==> config.mk <==
export PLATFORM = sky130hd
export DESIGN_NAME = llrc_ram
export DESIGN_NICKNAME = d
export VERILOG_FILES = /design/src/rtl/llrc_ram.sv
export SDC_FILE = /design/constraint.sdc
export NUM_CORES = 1
export LEC_CHECK = 0
export ABC_AREA = 1
export BUFFER_PORTS_ARGS = -buffer_cell sky130_fd_sc_hd__buf_2
export CORE_ASPECT_RATIO = 1.25
export CORE_MARGIN = 5
export CORE_UTILIZATION = 45
export DETAILED_ROUTE_END_ITERATION = 10
export PLACE_DENSITY = 0.57
export SYNTH_ARGS = -nofsm -noshare
export SYNTH_HDL_FRONTEND = slang
export SYNTH_SLANG_ARGS = --single-unit
==> constraint.sdc <==
create_clock -name clk -period 2.4 [get_ports clk]
set_input_delay 0.6 -clock clk [delete_from_list [all_inputs] [get_ports clk]]
set_output_delay 0.6 -clock clk [all_outputs]
set_load 0.03 [all_outputs]
==> src/rtl/llrc_ram.sv <==
// Generic simple dual-port RAM: one write port, one read port with
// registered read data. No dependencies.
module llrc_ram #(
    parameter int WIDTH = 8,
    parameter int DEPTH = 16,
    localparam int AW = (DEPTH > 1) ? $clog2(DEPTH) : 1
) (
    input  logic             clk,
    input  logic             we,
    input  logic [AW-1:0]    waddr,
    input  logic [WIDTH-1:0] wdata,
    input  logic [AW-1:0]    raddr,
    output logic [WIDTH-1:0] rdata
);

    logic [WIDTH-1:0] mem [DEPTH];
    logic [WIDTH-1:0] rdata_reg;

    always_ff @(posedge clk)
    begin
        if (we)
        begin
            mem[waddr] <= wdata;
        end
        rdata_reg <= mem[raddr];
    end

    assign rdata = rdata_reg;

endmodule

==> Word-level counts from Yosys, hierarchy flattened <==
Memories as Yosys holds them, arrays and structs flattened. A register that Yosys moved wholly into a read port is not among the register bits.
Index checks and enable logic that the tools add are counted.
{ "op_classes": {"n_mux": 2} }
{ "op_table": {"columns": ["cell", "count"], "rows": [
  ["two-way mux 1 bit", 2]
]} }
{ "word_totals": {"ff_bits": 0, "mem_bits_rw": 128, "inputBits": 18, "out_inout_bits": 8, "wordCells": 3, "memories": 1} }
{ "memory_table": {"columns": ["name", "words", "width", "rd", "rd_clocked_by_memory_dff", "write_ports", "line_no", "source"], "rows": [
  ["mem", 16, 8, 1, 1, 1, "16", "logic [WIDTH-1:0] mem [DEPTH];"]
]} }

==> Longest topological paths before layout <==
Gate-level depths: netlist of run 1.
{ "depth": {"ltp_word": 2, "depth_mapped": 8, "ltp_nobuf": 7} }

==> Worst setup path after synthesis of run 1 <==
Ideal clock, no wire load.
{ "synth_path": {"path_type": "input port to flip-flop", "from": "input waddr[2]", "to": "memory mem[10][0] (enable)", "setup_ns": 0.370, "t_arrival_ns": 1.181, "required_time_ns": 2.030, "slack_ns": 0.849, "stages": 2, "n_path_buf": 0, "cell_sequence": "nand3b_1 nor2_1"} }
{ "synth_rtl": {"columns": ["element", "line_no", "source"], "rows": [
  ["from (decl)", "10", "input logic [AW-1:0] waddr,"],
  ["to (decl)", "16", null]
]} }
Straight into the memory's write port.

==> Final worst setup path of run 1 <==
{ "layout_path": {"from": "register rdata_reg[1] (netlist: rdata[1]), read port of mem", "to": "output rdata[1]"} }
{ "layout_rtl": {"columns": ["element", "line_no", "source"], "rows": [
  ["from (decl)", "17", "logic [WIDTH-1:0] rdata_reg;"],
  ["to (decl)", "13", "output logic [WIDTH-1:0] rdata"]
]} }
No word-level cell between the ends.

==> summary.txt, run 1 <==
Setup path
  – CP Buf/Inv Count: 1
  – Cell family with most CP delay: flip-flops
  – CP required: 1.80 ns
  – WS Path Type: flop to output port
  – Crit path arrival time: 1.01 ns
  – Worst Path Max Fanout: 1
  – Crit end category: output port
  – Crit start category: flop
  – Slowest stage cell, crit path: dfxtp_1
  – Max stage delay on crit path: 0.37 ns
  – Worst-path cell chain: buf_2

Power
  – Total Power: 5.897 mW
  – Lkg Pwr: 2.951 nW
  – PD cells: 870.4 nW/um2
  – VDD IR max: 453.8 uV

Floorplan
  – Core outline area: 12600 um2
  – Die X: 111.3 um
  – Starting Density: 45.75%
  – Die area: 15190 um2
  – # IOs: 26
  – Site row count: 46
  – Die height: 136.6 um

CTS
  – Number of cells upsized or downsized after cts: 0
  – CTS max path bufs: 2
  – H-tree Lvls: 4
  – Clock Root Buffer: clkbuf_16
  – Setup Fix Bufs, Post-CTS: 0
  – Clk slew on worst S/H paths: 0.06 ns
  – Cts bufs inserted: 17
  – Clk sinks: 136
  – TritonCTS clock tree: built
  – CTS Hold Bufs: 0
  – Clock Latency Late Sink: 0.41 ns

Worst hold path
  – Hold Path Class: primary input to flop

Cells and area
  – Max reg flops: 128
  – Leading cell types in the layout, fill and taps excluded: nand2_1 (173), edfxtp_1 (128), inv_1 (100)
  – Fin cells: 774
  – Area grow syn2layout: 17.49%
  – Most common cell after layout, fill and taps aside: nand2_1
  – Antenna diodes: 0
  – Fill cells: 1088
  – Nets: 611
  – Share of cells above drive strength 1: 13.20%

STA
  – Setup TNS: 0 ns
  – Max Freq: 621.9 MHz
  – Fin. max-slew vios: 0
  – Layout Skew: 0.008681 ns
  – Slew HR: 53.14%
  – Final min period: 1.608 ns
  – Final Cycle Share: 67.00%
  – Slew @ Worst Pin: 0.7029 ns
  – Final hold viol count: 0
  – Unrepaired setup endpoints after global routing: no
  – Final setup margin: 0.7921 ns
  – Final setup violation count: 0

Detailed routing
  – DRC Markers: 0
  – Drt first pass iters: 5
  – Via/cell ratio: 4.938
  – DRT iter0 DRCs: 210
  – Post-Route WL: 13540 um
  – Final ANT Viol Nets: 0
  – Wirelength per Cell: 17.49 um
  – Via count: 3822

Global route
  – Total track usage: 18.75%
  – Vias in the first global route: 3841
  – First-pass GRT wire length: 21020 um
  – Remaining global-route overflow: 0
  – Largest net degree at the start of global routing: 65
  – Initial antenna violation count: 0

Synth
  – Syn avg cell area: 10.47 um2
  – Post-synth cell types: 12
  – Post-Syn Nets: 569
  – Area leader, netlist: edfxtp_1
  – Seq/Total Area, Yosys: 69.43%
  – Syn Inst Count: 551
  – Ranking of synthesized cells by area: edfxtp_1 (67%), nand2_1 (11%), nand3_1 (8.4%), inv_1 (6.5%), dfxtp_1 (2.8%)
  – Area share of the largest cell type after synthesis: 66.65%
  – Number of synthesized register bits: 136
  – Post-Syn Area: 5767 um2
  – Syn. warnings: 0

Place
  – Placer Congestion: 0.8528
  – Hpwl dp: 8407 um
  – Dpl ws: 0.3860 ns
  – Buffers on Ports: 25
  – Placed Instances: 742

Flow run
  – Number of max-cap violations: 0

Status
  – Status: completed
## per-stage QoR
step                area (um2)  hold slack, ns  utilization (%)
floorplan                 5767          0.6074                -
global placement          6113          0.6557            48.50
detailed placement        6113          0.6555            48.50
CTS                       6775          0.5584            53.75
global route              6775          0.5752            53.75
finish                    6775          0.5751            53.75
## area by class of cell
class / instances / area, um2 / area share, %
Inverter: 102 / 382.9 / 5.651
Timing Repair Buffer: 47 / 302.8 / 4.469
Sequential cell: 136 / 4004 / 59.10
Tap cell: 168 / 210.2 / 3.102
Clock buffer: 20 / 466.7 / 6.888
Clock inverter: 12 / 195.2 / 2.881
Multi-Input combinational cell: 289 / 1214 / 17.91
## logic make-up (layout without fill, tap and decap cells)
family | Yosys count | in the layout | synth area share (%)
AND/OR/NAND/NOR | 289 | 289 | 21.05
buffers and inverters | 126 | 181 | 9.525
flip-flops | 136 | 136 | 69.43
## synthesized netlist by cell type
library cell and instances:
dfxtp_1 8, edfxtp_1 128, nor2_1 17, buf_6 6
buf_1 1, nand3b_1 2, buf_2 13, inv_1 100
buf_4 4, inv_2 2, nand3_1 97, nand2_1 173
## report_power, final
| part | switching (mW) | leakage [nW] | total, mW | internal [mW] |
|---|---|---|---|---|
| combinational | 0.260 | 1.41 | 0.356 | 0.0957 |
| sequential | 0.0168 | 1.22 | 2.67 | 2.66 |
| clock | 0.948 | 0.316 | 2.87 | 1.92 |
## path summary, 6_finish.rpt
path	startpoint	end	slack (ns)	cells past startpoint
worst max-delay path	rdata[1]	rdata[1]	0.79	1
worst min register to register	mem[10][6]	rdata[6]	0.66	6
worst max register to register	mem[13][7]	rdata[7]	1.32	6
worst min-delay path	raddr[3]	rdata[5]	0.58	3
## metal layers
metal,vias to the layer above,wire length (um),share of wire [%],GRT usage (%)
li1,1857,-,-,-
met1,1839,5606,41,22.39
met2,106,6934,51,32.63
met3,20,650,4.8,3.936
met4,0,344,2.5,8.790
met5,-,0,0,0
Power figures use the tool's default switching activity.
==> inputs of run 2 (changes only) <==
==> constraint.sdc (replaced) <==
create_clock -name clk -period 1.65 [get_ports clk]
set_input_delay 0.4125 -clock clk [delete_from_list [all_inputs] [get_ports clk]]
set_output_delay 0.4125 -clock clk [all_outputs]
set_load 0.03 [all_outputs]
==> summary.txt, run 2 (same netlist as run 1, synthesis figures left out) <==
Floorplan
  – Starting Density: 45.75% (unchanged)
  – Die height: 136.6 um (unchanged)
  – Die X: 111.3 um (unchanged)
  – # IOs: 26 (unchanged)
  – Core outline area: 12600 um2 (unchanged)
  – Site row count: 46 (unchanged)
  – Die area: 15190 um2 (unchanged)

Global route
  – Vias in the first global route: 3892 (+1.3%)
  – Initial antenna violation count: 0 (unchanged)
  – Remaining global-route overflow: 0 (unchanged)
  – Total track usage: 18.55% (-0.21 points)
  – Largest net degree at the start of global routing: 49 (-25%)
  – First-pass GRT wire length: 20930 um (-0.39%)

Cells and area
  – Most common cell after layout, fill and taps aside: nand2_1
  – Leading cell types in the layout, fill and taps excluded: nand2_1 (173), edfxtp_1 (128), inv_1 (100)
  – Share of cells above drive strength 1: 13.63% (+0.43 points)
  – Nets: 614 (+0.49%)
  – Area grow syn2layout: 17.36%
  – Antenna diodes: 0 (unchanged)
  – Max reg flops: 128 (unchanged)

CTS
  – Clock Latency Late Sink: 0.41 ns (about the same)
  – Number of cells upsized or downsized after cts: 0 (unchanged)
  – Clk slew on worst S/H paths: 0.06 ns (about the same)
  – CTS Hold Bufs: 0 (unchanged)
  – Clock Root Buffer: clkbuf_16
  – Cts bufs inserted: 17 (unchanged)
  – TritonCTS clock tree: built
  – H-tree Lvls: 4 (unchanged)
  – Setup Fix Bufs, Post-CTS: 0 (unchanged)
  – Clk sinks: 136 (unchanged)
  – CTS max path bufs: 2 (unchanged)

Worst hold path
  – Hold path cells: 3 (unchanged)
  – Hold Path Class: primary input to flop

Setup path
  – Worst-path cell chain: buf_2
  – Crit start category: flop
  – Crit end category: output port
  – Cell family with most CP delay: flip-flops
  – CP required: 1.24 ns (-0.56 ns)
  – Register-to-Register Path Depth: 6 (unchanged)
  – WS Path Type: flop to output port
  – Crit path arrival time: 1.02 ns (about the same)
  – Worst Path Max Fanout: 1 (unchanged)
  – WP depth: 1 (unchanged)
  – Max stage delay on crit path: 0.39 ns (+0.02 ns)
  – CP Buf/Inv Count: 1 (unchanged)
  – Slowest stage cell, crit path: dfxtp_1

STA
  – Final Cycle Share: 86.60%
  – Slew HR: 73.02% (+20 points)
  – Fin. max-slew vios: 0 (unchanged)
  – Setup TNS: 0 ns (unchanged)
  – Final setup violation count: 0 (unchanged)
  – Slew @ Worst Pin: 0.4047 ns (-0.2983 ns)
  – Final min period: 1.429 ns
  – Unrepaired setup endpoints after global routing: no
  – Hold Slack: 0.3586 ns (-0.2165 ns)
  – Max Freq: 699.8 MHz
  – Layout Skew: 0.009693 ns (+0.001012 ns)
  – Final hold viol count: 0 (unchanged)

Place
  – Placer Congestion: 0.8028 (-5.9%)
  – Hpwl dp: 8118 um (-3.4%)
  – Buffers on Ports: 25 (unchanged)

Detailed routing
  – DRC Markers: 0 (unchanged)
  – Wirelength per Cell: 16.85 um (-3.6%)
  – Via count: 3803 (-0.50%)
  – Drt first pass iters: 5 (unchanged)
  – Via/cell ratio: 4.894 (-0.88%)
  – DRT iter0 DRCs: 247 (+18%)
  – Final ANT Viol Nets: 0 (unchanged)
  – Post-Route WL: 13100 um (-3.3%)

Flow run
  – Number of max-cap violations: 0 (unchanged)

Power
  – Lkg Pwr: 2.936 nW (-0.49%)
  – VDD IR max: 623.9 uV (+38%)
  – Total Power: 8.125 mW (+38%)
  – PD cells: 1201 nW/um2 (+38%)

Status
  – Status: completed
-- run 2: stage by stage --
| stage | cells | worst slack [ns] | cell area [um2] | utilization, % |
|---|---|---|---|---|
| 5_1_grt | 777 | 0.1949 | 6768 | 53.69 |
| 3_3_place_gp | 745 | 0.1147 | 6173 | 48.98 |
| 6_report | 777 | 0.2211 | 6768 | 53.69 |
| 2_1_floorplan | 551 | 0.2867 | 5767 | - |
| 3_5_place_dp | 745 | 0.1170 | 6173 | 48.98 |
| 4_1_cts | 777 | 0.2084 | 6768 | 53.69 |
-- run 2: final timing paths --
| kind | from | end | slack, ns |
|---|---|---|---|
| min reg2reg | mem[10][6] | rdata[6] | 0.67 |
| max | rdata[2] | rdata[2] | 0.22 |
| max reg2reg | mem[7][3] | rdata[3] | 0.62 |
| min | raddr[3] | rdata[5] | 0.36 |
-- run 2: report_power, final --
part / internal (mW) / switching (mW)
combinational: 0.154 / 0.375
clock: 2.34 / 1.37
sequential: 3.86 / 0.0232
total: 6.36 / 1.77
-- run 2: per-layer routing --
metal | GRT usage [%] | part of all wire, % | vias up
met5 | 0 | 0 | -
met4 | 8.384 | 2.9 | 0
met3 | 3.981 | 5.5 | 27
met2 | 32.23 | 51 | 105
met1 | 22.27 | 40 | 1808
li1 | - | - | 1863
-- run 2: cell type report --
| class | count | area (um2) |
|---|---|---|
| repair buffers | 50 | 362.8 |
| clock inverters | 11 | 123.9 |
| fillers | 1099 | 5837 |
| inverters | 102 | 382.9 |
| well taps | 168 | 210.2 |
| flip-flops and latches | 136 | 4004 |
| multi-input cells | 289 | 1214 |
| clock buffers | 21 | 470.5 |
==> inputs of run 3 (changes only) <==
--- a/config.mk
+++ b/config.mk
@@ -8,7 +8,7 @@
 export ABC_AREA = 1
 export BUFFER_PORTS_ARGS = -buffer_cell sky130_fd_sc_hd__buf_2
 export CORE_ASPECT_RATIO = 1.25
-export CORE_MARGIN = 5
+export CORE_MARGIN = 2
 export CORE_UTILIZATION = 45
 export DETAILED_ROUTE_END_ITERATION = 10
 export PLACE_DENSITY = 0.57
==> summary.txt, run 3 (same netlist as run 1, synthesis figures left out) <==
CTS
  – Number of cells upsized or downsized after cts: 0 (unchanged)
  – Clk slew on worst S/H paths: 0.06 ns (about the same)
  – H-tree Lvls: 4 (unchanged)
  – TritonCTS clock tree: built
  – CTS max path bufs: 2 (unchanged)
  – Clock Latency Late Sink: 0.41 ns (about the same)
  – Clk sinks: 136 (unchanged)
  – Cts bufs inserted: 17 (unchanged)
  – Clock Root Buffer: clkbuf_16
  – Setup Fix Bufs, Post-CTS: 0 (unchanged)
  – CTS Hold Bufs: 0 (unchanged)

Cells and area
  – Area grow syn2layout: 17.16%
  – Leading cell types in the layout, fill and taps excluded: nand2_1 (173), edfxtp_1 (128), inv_1 (100)
  – Max reg flops: 128 (unchanged)
  – Share of cells above drive strength 1: 13.18% (-0.45 points)
  – Multi-input logic area: 1214 um2 (unchanged)
  – Fill cells: 1090 (-0.82%)
  – Antenna diodes: 0 (unchanged)
  – Most common cell after layout, fill and taps aside: nand2_1
  – Final core occ: 53.60% (-0.089 points)
  – Reg area: 4004 um2 (unchanged)
  – Nets: 614 (unchanged)

Floorplan
  – Die height: 130.6 um (-4.4%)
  – Die X: 105.3 um (-5.4%)
  – Core outline area: 12600 um2 (unchanged)
  – Starting Density: 45.75% (unchanged)
  – # IOs: 26 (unchanged)
  – Site row count: 46 (unchanged)
  – Die area: 13740 um2 (-9.5%)

Setup path
  – CP required: 1.24 ns (about the same)
  – WS Path Type: flop to output port
  – Reg-to-Reg End: rdata[6]
  – Slowest stage cell, crit path: dfxtp_1
  – Crit end category: output port
  – Register-to-Register Path Depth: 6 (unchanged)
  – Cell family with most CP delay: flip-flops
  – CP Buf/Inv Count: 1 (unchanged)
  – Worst-path cell chain: buf_2
  – Worst Path Max Fanout: 1 (unchanged)
  – Worst R2R Setup Slack: 0.62 ns (about the same)
  – Max stage delay on crit path: 0.37 ns (-0.02 ns)
  – Critical R2R Launch: mem[7][6]
  – Crit path arrival time: 1.00 ns (-0.02 ns)
  – Crit start category: flop

Detailed routing
  – Via/cell ratio: 4.826 (-1.4%)
  – Post-Route WL: 13050 um (-0.33%)
  – Drt first pass iters: 4 (-1)
  – DRT iter0 DRCs: 189 (-23%)
  – Via count: 3740 (-1.7%)
  – Wirelength per Cell: 16.84 um (about the same)
  – Final ANT Viol Nets: 0 (unchanged)
  – DRC Markers: 0 (unchanged)

STA
  – Layout Skew: 0.005739 ns (-0.003954 ns)
  – Final min period: 1.417 ns (-0.01145 ns)
  – Setup TNS: 0 ns (unchanged)
  – Fin. max-slew vios: 0 (unchanged)
  – Max Freq: 705.5 MHz (+0.81%)
  – Final hold viol count: 0 (unchanged)
  – Final setup violation count: 0 (unchanged)
  – Slew @ Worst Pin: 0.3732 ns (-0.03146 ns)
  – Unrepaired setup endpoints after global routing: no
  – Slew HR: 75.12% (+2.1 points)
  – Final Cycle Share: 85.91% (-0.69 points)

Power
  – VDD IR max: 644.9 uV (+3.4%)
  – Lkg Pwr: 2.931 nW (-0.18%)
  – PD cells: 1202 nW/um2 (+0.10%)

Worst hold path
  – Hold Path Class: primary input to flop
  – WHS Endpoint: rdata[6]
  – Hold_sp: raddr[3]
  – Hold path cells: 3 (unchanged)

Status
  – Status: completed

Global route
  – Vias in the first global route: 3618 (-7.0%)
  – Largest net degree at the start of global routing: 65 (+33%)
  – Initial antenna violation count: 0 (unchanged)
  – First-pass GRT wire length: 20190 um (-3.6%)
  – Remaining global-route overflow: 0 (unchanged)
  – Total track usage: 20.50% (+1.9 points)

Place
  – Hpwl dp: 7927 um (-2.4%)
  – Buffers on Ports: 25 (unchanged)
  – Placer Congestion: 0.7863 (-2.1%)

Flow run
  – Number of max-cap violations: 0 (unchanged)
-- run 3: per-layer routing --
layer,routed length [um],vias to the layer above,part of all wire [%],GRT usage [%]
met2,6444,96,49,34.12
met3,786,20,6.0,5.208
met4,365,0,2.8,9.569
li1,-,1866,-,-
met5,0,-,0,0
met1,5456,1758,42,25.30
-- run 3: how the worst max path moves through the flow --
stage / start / to / cells past startpoint
finish: rdata[1] / rdata[1] / 1
detailed placement: raddr[0] / rdata[6] / 8
CTS: rdata[1] / rdata[1] / 1
global placement: raddr[0] / rdata[3] / 8
global route: rdata[1] / rdata[1] / 1
floorplan: waddr[2] / mem[10][0] / 2
-- run 3: metrics by stage --
stage / setup WS, ns / area [um2] / hold slack, ns / instances / power (mW)
detailed placement: 0.1230 / 6173 / 0.6498 / 745 / 4.488
global placement: 0.1366 / 6173 / 0.6250 / 745 / 4.480
finish: 0.2325 / 6756 / 0.3731 / 775 / 8.120
CTS: 0.2171 / 6756 / 0.3468 / 775 / 8.185
global route: 0.1984 / 6756 / 0.3719 / 775 / 8.398
floorplan: 0.2867 / 5767 / 0.5114 / 551 / 4.270
-- run 3: tightest hold or removal path, stage by stage --
cell,delay (ns)
buf_2,0.18
nand3_1,0.10
nand2_1,0.04
-- run 3: layout make-up --
cell class	instances	area share, %
inverter	102	5.667
sequential	136	59.26
clock inverter	13	2.333
tap	168	3.111
multi-input combinational	289	17.96
timing repair buffer	50	5.370
clock buffer	17	6.296
-- run 3: report_power, final --
group	total, mW	switching [mW]	leakage, nW	internal (mW)
Combinational	0.524	0.370	1.44	0.154
Clock	3.71	1.37	0.268	2.34
Sequential	3.89	0.0239	1.22	3.86
